File: src/rtl/lsbse_pkg.sv
// shared constants and types for the lsb stego payload extractor
`default_nettype none
package lsbse_pkg;

	localparam int HEADER_BYTES    = 54;
	localparam int HDR_W           = 11;
	localparam int MAGIC_MAX_CHARS = 8;
	localparam int LEN_BITS        = 32;
	localparam int CHR_BITS        = 8;
	localparam int BIF_W           = 6;
	localparam int MLEN_W          = 4;
	localparam int MWORD_W         = 64;
	localparam int CFG_IDX_W       = 1;
	localparam int FIFO_DEPTH      = 4;
	localparam int PTR_W           = 2;
	localparam int CNT_W           = 3;

	localparam logic [CFG_IDX_W-1:0] CFG_MAGIC_WORD   = 1'b0;
	localparam logic [CFG_IDX_W-1:0] CFG_MAGIC_LENGTH = 1'b1;

	typedef enum logic [2:0] {
		KIND_MAGIC_OK  = 3'd0,
		KIND_MAGIC_BAD = 3'd1,
		KIND_EXT_CHAR  = 3'd2,
		KIND_PAY_BYTE  = 3'd3,
		KIND_PAY_END   = 3'd4
	} kind_t;

	typedef struct packed {
		kind_t               kind;
		logic [CHR_BITS-1:0] value;
		logic                last;
	} res_t;

endpackage : lsbse_pkg
`default_nettype wire

File: src/rtl/lsbse_front.sv
// front end: configuration registers and the field parser that classifies each carrier beat
`default_nettype none
module lsbse_front (
	input  wire logic                             clk,
	input  wire logic                             arst_n,
	input  wire logic                             cfg_we,
	input  wire logic [lsbse_pkg::CFG_IDX_W-1:0]  cfg_index,
	input  wire logic [lsbse_pkg::MWORD_W-1:0]    cfg_data,
	input  wire logic                             accept,
	input  wire logic [lsbse_pkg::CHR_BITS-1:0]   carrier_byte,
	input  wire logic                             frame_start,
	output logic                                  push,
	output lsbse_pkg::res_t                       res
);
	import lsbse_pkg::*;

	typedef enum logic [3:0] {
		PH_HEADER = 4'd0,
		PH_MLEN   = 4'd1,
		PH_MCHR   = 4'd2,
		PH_ELEN   = 4'd3,
		PH_ECHR   = 4'd4,
		PH_PLEN   = 4'd5,
		PH_PDAT   = 4'd6,
		PH_END    = 4'd7,
		PH_IDLE   = 4'd8
	} phase_t;

	logic [MWORD_W-1:0]  magic_word_q;
	logic [MLEN_W-1:0]   magic_len_q;
	phase_t              phase_q, phase_d;
	logic [BIF_W-1:0]    bif_q, bif_d;
	logic [HDR_W-1:0]    hl_q, hl_d;
	logic [LEN_BITS-1:0] acc_q, acc_d;
	logic [LEN_BITS-1:0] items_q, items_d;
	logic [MLEN_W-1:0]   midx_q, midx_d;
	logic                meq_q, meq_d;
	logic                emit;
	res_t                res_d;

	always_comb begin
		logic [LEN_BITS-1:0] v;
		logic [BIF_W-1:0]    need;
		logic [5:0]          sh;
		logic [CHR_BITS-1:0] want;
		logic                go;
		// restart applies before the beat is handled
		phase_d = frame_start ? PH_HEADER : phase_q;
		bif_d   = frame_start ? '0 : bif_q;
		hl_d    = frame_start ? HDR_W'(HEADER_BYTES) : hl_q;
		acc_d   = frame_start ? '0 : acc_q;
		items_d = frame_start ? '0 : items_q;
		midx_d  = frame_start ? '0 : midx_q;
		meq_d   = frame_start ? 1'b1 : meq_q;
		emit    = 1'b0;
		res_d   = '{kind: KIND_MAGIC_OK, value: '0, last: 1'b0};
		v       = '0;
		need    = '0;
		sh      = '0;
		want    = '0;
		go      = 1'b0;

		if (phase_d == PH_END) begin
			phase_d = PH_IDLE;
			emit    = 1'b1;
			res_d   = '{kind: KIND_PAY_END, value: '0, last: 1'b1};
		end else if (phase_d == PH_HEADER) begin
			if (hl_d != '0) begin
				hl_d = hl_d - HDR_W'(1);
				if (hl_d == '0)
					phase_d = PH_MLEN;
			end else begin
				phase_d = PH_MLEN;
				go      = 1'b1;
			end
		end else if (phase_d != PH_IDLE) begin
			go = 1'b1;
		end

		if (go) begin
			acc_d = {acc_d[LEN_BITS-2:0], carrier_byte[0]};
			bif_d = bif_d + BIF_W'(1);
			need  = (phase_d == PH_MLEN || phase_d == PH_ELEN || phase_d == PH_PLEN)
				? BIF_W'(LEN_BITS) : BIF_W'(CHR_BITS);
			if (bif_d >= need) begin
				v     = acc_d;
				acc_d = '0;
				bif_d = '0;
				unique case (phase_d)
					PH_MLEN: begin
						if (v[LEN_BITS-1] || v != LEN_BITS'(magic_len_q)
							|| magic_len_q > MLEN_W'(MAGIC_MAX_CHARS)) begin
							phase_d = PH_IDLE;
							emit    = 1'b1;
							res_d   = '{kind: KIND_MAGIC_BAD, value: '0, last: 1'b1};
						end else if (v == '0) begin
							phase_d = PH_ELEN;
							emit    = 1'b1;
						end else begin
							items_d = v;
							midx_d  = '0;
							meq_d   = 1'b1;
							phase_d = PH_MCHR;
						end
					end
					PH_MCHR: begin
						// first character sits in the top byte of the word
						sh   = 6'd56 - {midx_d[2:0], 3'b000};
						want = CHR_BITS'(magic_word_q >> sh);
						if (v[CHR_BITS-1:0] != want)
							meq_d = 1'b0;
						midx_d  = midx_d + MLEN_W'(1);
						items_d = items_d - LEN_BITS'(1);
						if (items_d == '0) begin
							emit = 1'b1;
							if (meq_d) begin
								phase_d = PH_ELEN;
							end else begin
								phase_d = PH_IDLE;
								res_d   = '{kind: KIND_MAGIC_BAD, value: '0, last: 1'b1};
							end
						end
					end
					PH_ELEN: begin
						items_d = v[LEN_BITS-1] ? '0 : v;
						phase_d = (items_d == '0) ? PH_PLEN : PH_ECHR;
					end
					PH_ECHR: begin
						items_d = items_d - LEN_BITS'(1);
						if (items_d == '0)
							phase_d = PH_PLEN;
						emit  = 1'b1;
						res_d = '{kind: KIND_EXT_CHAR, value: v[CHR_BITS-1:0], last: 1'b0};
					end
					PH_PLEN: begin
						items_d = v[LEN_BITS-1] ? '0 : v;
						if (items_d == '0) begin
							phase_d = PH_IDLE;
							emit    = 1'b1;
							res_d   = '{kind: KIND_PAY_END, value: '0, last: 1'b1};
						end else begin
							phase_d = PH_PDAT;
						end
					end
					PH_PDAT: begin
						items_d = items_d - LEN_BITS'(1);
						if (items_d == '0)
							phase_d = PH_END;
						emit  = 1'b1;
						res_d = '{kind: KIND_PAY_BYTE, value: v[CHR_BITS-1:0], last: 1'b0};
					end
					default: begin
						phase_d = PH_IDLE;
					end
				endcase
			end
		end
	end

	assign push = accept && emit;
	assign res  = res_d;

	always_ff @(posedge clk or negedge arst_n) begin
		if (!arst_n) begin
			magic_word_q <= '0;
			magic_len_q  <= MLEN_W'(2);
			phase_q      <= PH_HEADER;
			bif_q        <= '0;
			hl_q         <= HDR_W'(HEADER_BYTES);
			acc_q        <= '0;
			items_q      <= '0;
			midx_q       <= '0;
			meq_q        <= 1'b1;
		end else begin
			if (cfg_we) begin
				case (cfg_index)
					CFG_MAGIC_WORD:   magic_word_q <= cfg_data;
					CFG_MAGIC_LENGTH: magic_len_q  <= cfg_data[MLEN_W-1:0];
					default: ;
				endcase
			end
			if (accept) begin
				phase_q <= phase_d;
				bif_q   <= bif_d;
				hl_q    <= hl_d;
				acc_q   <= acc_d;
				items_q <= items_d;
				midx_q  <= midx_d;
				meq_q   <= meq_d;
			end
		end
	end

	a_push_on_accept: assert property (@(posedge clk) disable iff (!arst_n)
		push |-> accept)
		else $error("result pushed without an accepted beat");

	a_idle_silent: assert property (@(posedge clk) disable iff (!arst_n)
		(accept && !frame_start && phase_q == PH_IDLE) |-> !push)
		else $error("result produced while idle");

endmodule : lsbse_front
`default_nettype wire

File: src/rtl/lsbse_fifo.sv
// short result queue between the parser and the output stage
`default_nettype none
module lsbse_fifo (
	input  wire logic                 clk,
	input  wire logic                 arst_n,
	input  wire logic                 push,
	input  wire lsbse_pkg::res_t      wdata,
	input  wire logic                 pop,
	output lsbse_pkg::res_t           rdata,
	output logic                      empty,
	output logic                      full
);
	import lsbse_pkg::*;

	res_t             ent_q [FIFO_DEPTH];
	logic [PTR_W-1:0] wr_q, rd_q;
	logic [CNT_W-1:0] cnt_q;

	assign empty = (cnt_q == '0);
	assign full  = (cnt_q == CNT_W'(FIFO_DEPTH));
	assign rdata = ent_q[rd_q];

	always_ff @(posedge clk) begin
		if (push)
			ent_q[wr_q] <= wdata;
	end

	always_ff @(posedge clk or negedge arst_n) begin
		if (!arst_n) begin
			wr_q  <= '0;
			rd_q  <= '0;
			cnt_q <= '0;
		end else begin
			if (push)
				wr_q <= wr_q + PTR_W'(1);
			if (pop)
				rd_q <= rd_q + PTR_W'(1);
			cnt_q <= cnt_q + CNT_W'(push) - CNT_W'(pop);
		end
	end

	a_no_overflow: assert property (@(posedge clk) disable iff (!arst_n)
		full |-> !push)
		else $error("queue overflow");

	a_no_underflow: assert property (@(posedge clk) disable iff (!arst_n)
		empty |-> !pop)
		else $error("queue underflow");

endmodule : lsbse_fifo
`default_nettype wire

File: src/rtl/lsbse_back.sv
// back end: output register that hands queued results to the downstream side
`default_nettype none
module lsbse_back (
	input  wire logic             clk,
	input  wire logic             arst_n,
	input  wire logic             q_empty,
	input  wire lsbse_pkg::res_t  q_data,
	output logic                  q_pop,
	output logic                  out_valid,
	input  wire logic             out_stall,
	output lsbse_pkg::res_t       out_res
);
	import lsbse_pkg::*;

	logic valid_q;
	res_t res_q;

	// refill when the register is empty or its beat leaves this cycle
	assign q_pop     = !q_empty && (!valid_q || !out_stall);
	assign out_valid = valid_q;
	assign out_res   = res_q;

	always_ff @(posedge clk or negedge arst_n) begin
		if (!arst_n) begin
			valid_q <= 1'b0;
		end else if (q_pop) begin
			valid_q <= 1'b1;
		end else if (!out_stall) begin
			valid_q <= 1'b0;
		end
	end

	always_ff @(posedge clk) begin
		if (q_pop)
			res_q <= q_data;
	end

	a_pop_loads: assert property (@(posedge clk) disable iff (!arst_n)
		q_pop |=> valid_q)
		else $error("popped result not presented");

endmodule : lsbse_back
`default_nettype wire

File: src/rtl/lsb_stego_payload_extractor.sv
// top level of the lsb stego payload extractor
// One carrier beat is taken per clock cycle while in_stall is low. The
// parser in the front end handles each beat in the cycle it is accepted and
// drops at most one result into a four-entry queue; an output register
// drains that queue one beat per cycle while out_stall is low. in_stall
// rises only when the queue is full, so a downstream stall reaches the input
// once five results have backed up, four in the queue and one in the output
// register. A result is held in a queue entry, then in the output register.
// Configuration writes take effect at the next edge and must be made while
// no results are outstanding.
`default_nettype none
module lsb_stego_payload_extractor (
	input  wire logic                             clk,
	input  wire logic                             arst_n,
	input  wire logic                             cfg_we,
	input  wire logic [lsbse_pkg::CFG_IDX_W-1:0]  cfg_index,
	input  wire logic [lsbse_pkg::MWORD_W-1:0]    cfg_data,
	input  wire logic                             in_valid,
	output logic                                  in_stall,
	input  wire logic [lsbse_pkg::CHR_BITS-1:0]   carrier_byte,
	input  wire logic                             frame_start,
	output logic                                  out_valid,
	input  wire logic                             out_stall,
	output logic [2:0]                            kind,
	output logic [lsbse_pkg::CHR_BITS-1:0]        value,
	output logic                                  last
);
	import lsbse_pkg::*;

	logic accept;
	logic push;
	res_t push_res;
	logic q_pop;
	logic q_empty;
	logic q_full;
	res_t q_data;
	res_t out_res;

	assign in_stall = q_full;
	assign accept   = in_valid && !q_full;

	lsbse_front u_front (
		.clk          (clk),
		.arst_n       (arst_n),
		.cfg_we       (cfg_we),
		.cfg_index    (cfg_index),
		.cfg_data     (cfg_data),
		.accept       (accept),
		.carrier_byte (carrier_byte),
		.frame_start  (frame_start),
		.push         (push),
		.res          (push_res)
	);

	lsbse_fifo u_fifo (
		.clk    (clk),
		.arst_n (arst_n),
		.push   (push),
		.wdata  (push_res),
		.pop    (q_pop),
		.rdata  (q_data),
		.empty  (q_empty),
		.full   (q_full)
	);

	lsbse_back u_back (
		.clk       (clk),
		.arst_n    (arst_n),
		.q_empty   (q_empty),
		.q_data    (q_data),
		.q_pop     (q_pop),
		.out_valid (out_valid),
		.out_stall (out_stall),
		.out_res   (out_res)
	);

	assign kind  = out_res.kind;
	assign value = out_res.value;
	assign last  = out_res.last;

endmodule : lsb_stego_payload_extractor
`default_nettype wire

File: config.mk
export PLATFORM = sky130hd
export DESIGN_NAME = lsb_stego_payload_extractor
export DESIGN_NICKNAME = d
export VERILOG_FILES = /design/src/rtl/lsbse_pkg.sv /design/src/rtl/lsbse_front.sv /design/src/rtl/lsbse_fifo.sv /design/src/rtl/lsbse_back.sv /design/src/rtl/lsb_stego_payload_extractor.sv
export SDC_FILE = /design/constraint.sdc
export NUM_CORES = 1
export LEC_CHECK = 0
export BUFFER_PORTS_ARGS = -buffer_cell sky130_fd_sc_hd__buf_2
export CORE_MARGIN = 4
export CORE_UTILIZATION = 35
export DETAILED_ROUTE_END_ITERATION = 8
export HOLD_SLACK_MARGIN = 0.1
export PLACE_DENSITY = 0.63
export SLEW_MARGIN = 30
export SYNTH_ARGS = -nofsm -noshare
export SYNTH_HDL_FRONTEND = slang
export SYNTH_SLANG_ARGS = --single-unit
File: constraint.sdc
create_clock -name clk -period 4.8 [get_ports clk]
set_input_delay 0.48 -clock clk [delete_from_list [all_inputs] [get_ports clk]]
set_output_delay 0.48 -clock clk [all_outputs]
set_load 0.005 [all_outputs]
==> report_table.html <==
<table>
<tr><th>Metric</th><th>Value</th></tr>
<tr><th colspan="2">Status</th></tr>
<tr><td>Outcome</td><td>completed</td></tr>
<tr><th colspan="2">Yosys</th></tr>
<tr><td>Commonest register cell after synthesis</td><td>sky130_fd_sc_hd__dfrtp_1</td></tr>
<tr><td>Yosys synthesis warning count</td><td>0</td></tr>
<tr><td>Proportion of register bits with asynchronous set or reset after synthesis</td><td>73.2%</td></tr>
<tr><td>Synth Cell Area</td><td>12300 um2</td></tr>
<tr><td>EDFF count, synth</td><td>60</td></tr>
<tr><td>Ranking of synthesized cells by area</td><td>sky130_fd_sc_hd__dfrtp_1 32%, sky130_fd_sc_hd__edfxtp_1 15%, sky130_fd_sc_hd__mux2_2 6.9%</td></tr>
<tr><td>Count of unique library cells instantiated by Yosys</td><td>96</td></tr>
<tr><td>Average instance area after synthesis</td><td>10.7 um2</td></tr>
<tr><td>Flops &amp; latches, synth</td><td>224</td></tr>
<tr><td>Synthesized netlist net count</td><td>1246</td></tr>
<tr><td>Synthesized instance count</td><td>1152</td></tr>
<tr><td>Fraction of the yosys area taken by sequential cells</td><td>48.1%</td></tr>
<tr><td>Area share of the largest cell type after synthesis</td><td>32.2%</td></tr>
<tr><td>Cell type with the highest aggregate area in the netlist</td><td>sky130_fd_sc_hd__dfrtp_1</td></tr>
<tr><th colspan="2">CTS</th></tr>
<tr><td>Num CTS Buffers</td><td>26</td></tr>
<tr><td>Clock transition at the registers of the reported paths</td><td>0.06 ns</td></tr>
<tr><td>Number of buffers on the longest clock path</td><td>3</td></tr>
<tr><td>Clock root buffer</td><td>sky130_fd_sc_hd__clkbuf_16</td></tr>
<tr><td>Clock latency on the worst-skew pair</td><td>0.54 ns</td></tr>
<tr><td>TritonCTS Sinks</td><td>224</td></tr>
<tr><td>TritonCTS clock tree</td><td>done</td></tr>
<tr><td>Level count of the clock H-tree</td><td>1</td></tr>
<tr><th colspan="2">Min path</th></tr>
<tr><td>Class of the tightest hold or removal check</td><td>in2reg</td></tr>
<tr><th colspan="2">Flow run</th></tr>
<tr><td>Max-capacitance violation count</td><td>0</td></tr>
<tr><th colspan="2">Critical path</th></tr>
<tr><td>Longest individual stage delay on the worst path</td><td>0.68 ns</td></tr>
<tr><td>Sum of buffers and inverters on the critical path</td><td>3</td></tr>
<tr><td>Critical path cell sequence</td><td>or4_1, or4_2, nor2_1, xor2_1, a2111oi_0, buf_4, nand4_2, o31ai_4, o21bai_4, ha_1, inv_1, ha_1, inv_1, fa_2, xnor2_2, xnor2_1</td></tr>
<tr><td>Slowest stage cell on the critical path</td><td>sky130_fd_sc_hd__or4_2</td></tr>
<tr><td>Required time at the worst-slack endpoint</td><td>5.24 ns</td></tr>
<tr><td>Category of the critical setup timing path</td><td>reg2reg</td></tr>
<tr><td>Launching element type of the critical path</td><td>flop</td></tr>
<tr><td>Capturing element type of the critical path</td><td>flop</td></tr>
<tr><td>Setup slack of the most critical reg-to-reg path</td><td>0.24 ns</td></tr>
<tr><td>Largest delay contributor family on the critical path</td><td>simple AND/OR/NAND/NOR gates</td></tr>
<tr><td>Arrival time of the worst setup path</td><td>5.00 ns</td></tr>
<tr><td>CP Max Fanout</td><td>5</td></tr>
<tr><th colspan="2">Global route</th></tr>
<tr><td>Wire length of the first global-routing pass</td><td>53300 um</td></tr>
<tr><td>Residual overflow from global routing</td><td>0</td></tr>
<tr><td>Maximum number of pins on one net before global-route repair</td><td>101</td></tr>
<tr><td>Number of global-route vias before repair</td><td>9623</td></tr>
<tr><td>Number of antenna violations at the first check in global routing</td><td>1</td></tr>
<tr><td>Tot GR Track Use</td><td>17.0%</td></tr>
<tr><th colspan="2">Routing</th></tr>
<tr><td>Number of iterations in the first detailed-routing pass</td><td>5</td></tr>
<tr><td>Routed wire length</td><td>33000 um</td></tr>
<tr><td>Avg WL per Cell</td><td>19.1 um</td></tr>
<tr><td>Number of remaining DRC errors</td><td>0</td></tr>
<tr><td>Final ANT Viol Nets</td><td>0</td></tr>
<tr><td>DRC violation total after the first TritonRoute iteration</td><td>736</td></tr>
<tr><td>Routed vias</td><td>9686</td></tr>
<tr><td>Via/cell ratio</td><td>5.61</td></tr>
<tr><th colspan="2">Die</th></tr>
<tr><td>Floorplan Core Area</td><td>34600 um2</td></tr>
<tr><td>Die X-Extent</td><td>195 um</td></tr>
<tr><td>Die outline area</td><td>38200 um2</td></tr>
<tr><td>Number of placement rows</td><td>68</td></tr>
<tr><td>Starting density of the core</td><td>35.5%</td></tr>
<tr><td>Boundary pin count</td><td>93</td></tr>
<tr><td>Die Y</td><td>195 um</td></tr>
<tr><th colspan="2">Timing</th></tr>
<tr><td>Worst-margin pin slew</td><td>0.876 ns</td></tr>
<tr><td>Worst slew margin relative to its limit</td><td>41.6%</td></tr>
<tr><td>Setup Total Neg Slack</td><td>0 ns</td></tr>
<tr><td>Maximum clock frequency</td><td>219 MHz</td></tr>
<tr><td>Hold WS</td><td>0.165 ns</td></tr>
<tr><td>Max Clock Skew</td><td>0.0237 ns</td></tr>
<tr><td>Setup violators final</td><td>0</td></tr>
<tr><td>Worst path setup slack after routing</td><td>0.242 ns</td></tr>
<tr><td>Tmin final</td><td>4.56 ns</td></tr>
<tr><td>Post-route fraction of the period consumed by the critical path</td><td>95.0%</td></tr>
<tr><td>Final Slew Violations</td><td>0</td></tr>
<tr><td>Final hold violation count</td><td>0</td></tr>
<tr><th colspan="2">Placement</th></tr>
<tr><td>Total instance count after detailed placement</td><td>1676</td></tr>
<tr><td>Global placement routability congestion</td><td>0.923</td></tr>
<tr><td># port buffers</td><td>85</td></tr>
<tr><td>Detailed Place HPWL</td><td>22800 um</td></tr>
<tr><td>Area after detailed placement</td><td>13500 um2</td></tr>
<tr><td>Worst setup timing slack at the placement stage</td><td>-0.112 ns</td></tr>
<tr><th colspan="2">Finish</th></tr>
<tr><td>Layout cell share with drive strength beyond 1</td><td>27.4%</td></tr>
<tr><td>Final non-filler cell area</td><td>14400 um2</td></tr>
<tr><td>Final cell count without fillers</td><td>1728</td></tr>
<tr><td>Share of the core filled with cells</td><td>41.5%</td></tr>
<tr><td>Commonest non-fill, non-tap cell in the layout</td><td>sky130_fd_sc_hd__dfrtp_1</td></tr>
<tr><td># nets final</td><td>1349</td></tr>
<tr><td>Total inserted antenna cells</td><td>0</td></tr>
<tr><td>Area taken by multi-input logic gates</td><td>5940 um2</td></tr>
<tr><td>Area growth syn-to-layout</td><td>17.0%</td></tr>
<tr><td>Most frequent cells in the layout</td><td>158 x sky130_fd_sc_hd__dfrtp_1, 101 x sky130_fd_sc_hd__nand2_1, 90 x sky130_fd_sc_hd__nor2_1</td></tr>
<tr><td>Area taken by flip-flops and latches</td><td>5910 um2</td></tr>
<tr><td>Filler Cell Count</td><td>3301</td></tr>
<tr><th colspan="2">Power and ir drop</th></tr>
<tr><td>Max VDD drop</td><td>0.000261 V</td></tr>
<tr><td>Standby leakage power</td><td>5.95 nW</td></tr>
<tr><td>Total design power</td><td>5.20 mW</td></tr>
<tr><td>Power per unit of standard cell area</td><td>362 nW/um2</td></tr>
</table>
==> final timing paths <==
check | startpoint | to | cells after the start
worst min register to register | u_back.out_valid | u_back.out_valid | 2
worst max-delay path | u_front.items_q[9] | u_fifo.cnt_q[2] | 16
max in group asynchronous | arst_n | u_front.hl_q[4] | 3
worst max register to register | u_front.items_q[9] | u_fifo.cnt_q[2] | 16
worst min-delay path | cfg_data[4] | u_front.magic_word_q[4] | 2
min in group asynchronous | arst_n | u_front.items_q[7] | 2
==> synth_stat cells (4+ instances only) <==
master,n
sky130_fd_sc_hd__a211oi_1,7
sky130_fd_sc_hd__a31oi_1,7
sky130_fd_sc_hd__mux2i_1,14
sky130_fd_sc_hd__nand2b_1,13
sky130_fd_sc_hd__nor3_1,28
sky130_fd_sc_hd__ha_1,14
sky130_fd_sc_hd__a22oi_1,15
sky130_fd_sc_hd__a21boi_0,4
sky130_fd_sc_hd__and2_1,8
sky130_fd_sc_hd__a22o_1,30
sky130_fd_sc_hd__o31ai_1,10
sky130_fd_sc_hd__and3_1,4
sky130_fd_sc_hd__edfxtp_1,60
sky130_fd_sc_hd__o21ai_0,90
sky130_fd_sc_hd__dfstp_2,6
sky130_fd_sc_hd__clkbuf_8,7
sky130_fd_sc_hd__a21o_1,10
sky130_fd_sc_hd__nor2_1,92
sky130_fd_sc_hd__o211ai_1,10
sky130_fd_sc_hd__or2_2,4
sky130_fd_sc_hd__mux4_2,21
sky130_fd_sc_hd__nor2b_1,16
sky130_fd_sc_hd__or4_1,11
sky130_fd_sc_hd__inv_1,22
sky130_fd_sc_hd__nand2_1,104
sky130_fd_sc_hd__clkbuf_1,54
sky130_fd_sc_hd__or3_1,4
sky130_fd_sc_hd__nor3b_1,6
sky130_fd_sc_hd__nor4b_1,6
sky130_fd_sc_hd__dfrtp_1,158
sky130_fd_sc_hd__o41ai_1,5
sky130_fd_sc_hd__nor4_1,19
sky130_fd_sc_hd__xor2_1,9
sky130_fd_sc_hd__a21oi_1,52
sky130_fd_sc_hd__xnor2_1,19
sky130_fd_sc_hd__buf_2,14
sky130_fd_sc_hd__mux2_2,75
sky130_fd_sc_hd__and3b_1,5
sky130_fd_sc_hd__nand4_1,7
sky130_fd_sc_hd__nand3_1,20
==> what timing repair did <==
item                                   in CTS  in global routing
setup buffers                               0                  5
gates resized for setup                     0                  3
setup endpoints to repair                   0                  2
hold buffers                                0                  1
endpoints found under the hold margin       0                 22
==> layout make-up <==
type / count / share of cell area, %
sequential: 224 / 41.1
multi-input combinational: 820 / 41.3
clock inverter: 13 / 1.01
clock buffer: 33 / 4.98
inverter: 23 / 0.600
tap: 455 / 3.96
timing repair buffer: 160 / 7.04
==> per-layer routing <==
metal  wire (um)  part of all wire [%]  global-route usage [%]
met3        1600                   4.9                    2.24
met5           0                     0                       0
met4         955                   2.9                    5.30
met2       15500                    47                    27.0
met1       14900                    45                    24.3
==> flip-flops by register name, summed over array words and instances (netlist names), 4 cells and up <==
name                  flops
u_front.items_q          32
u_front.phase_q           4
u_front.bif_q             6
u_front.hl_q             11
u_front.magic_len_q       4
u_front.acc_q            31
u_back.out_res           12
u_front.magic_word_q     64
u_fifo.ent_q             48
==> power breakdown <==
part	internal, mW	switching (mW)	leakage (nW)
combinational	0.424	0.399	2.82
sequential	2.19	0.217	2.71
clock	1.17	0.804	0.420
total	3.78	1.42	5.95
==> logic make-up (layout without fill, tap and decap cells) <==
family	count (synthesis)	count (layout)	share of synthesized area, %
DFF	224	224	48.1
buffers and inverters	108	229	4.40
and+or+nand+nor	372	372	15.5
adders and majority gates	15	15	1.59
muxes	110	110	11.9
xor gates and xnor gates	28	28	1.99
AOI/OAI and AO/OA	295	295	16.5
Power figures use the tool's default switching activity.
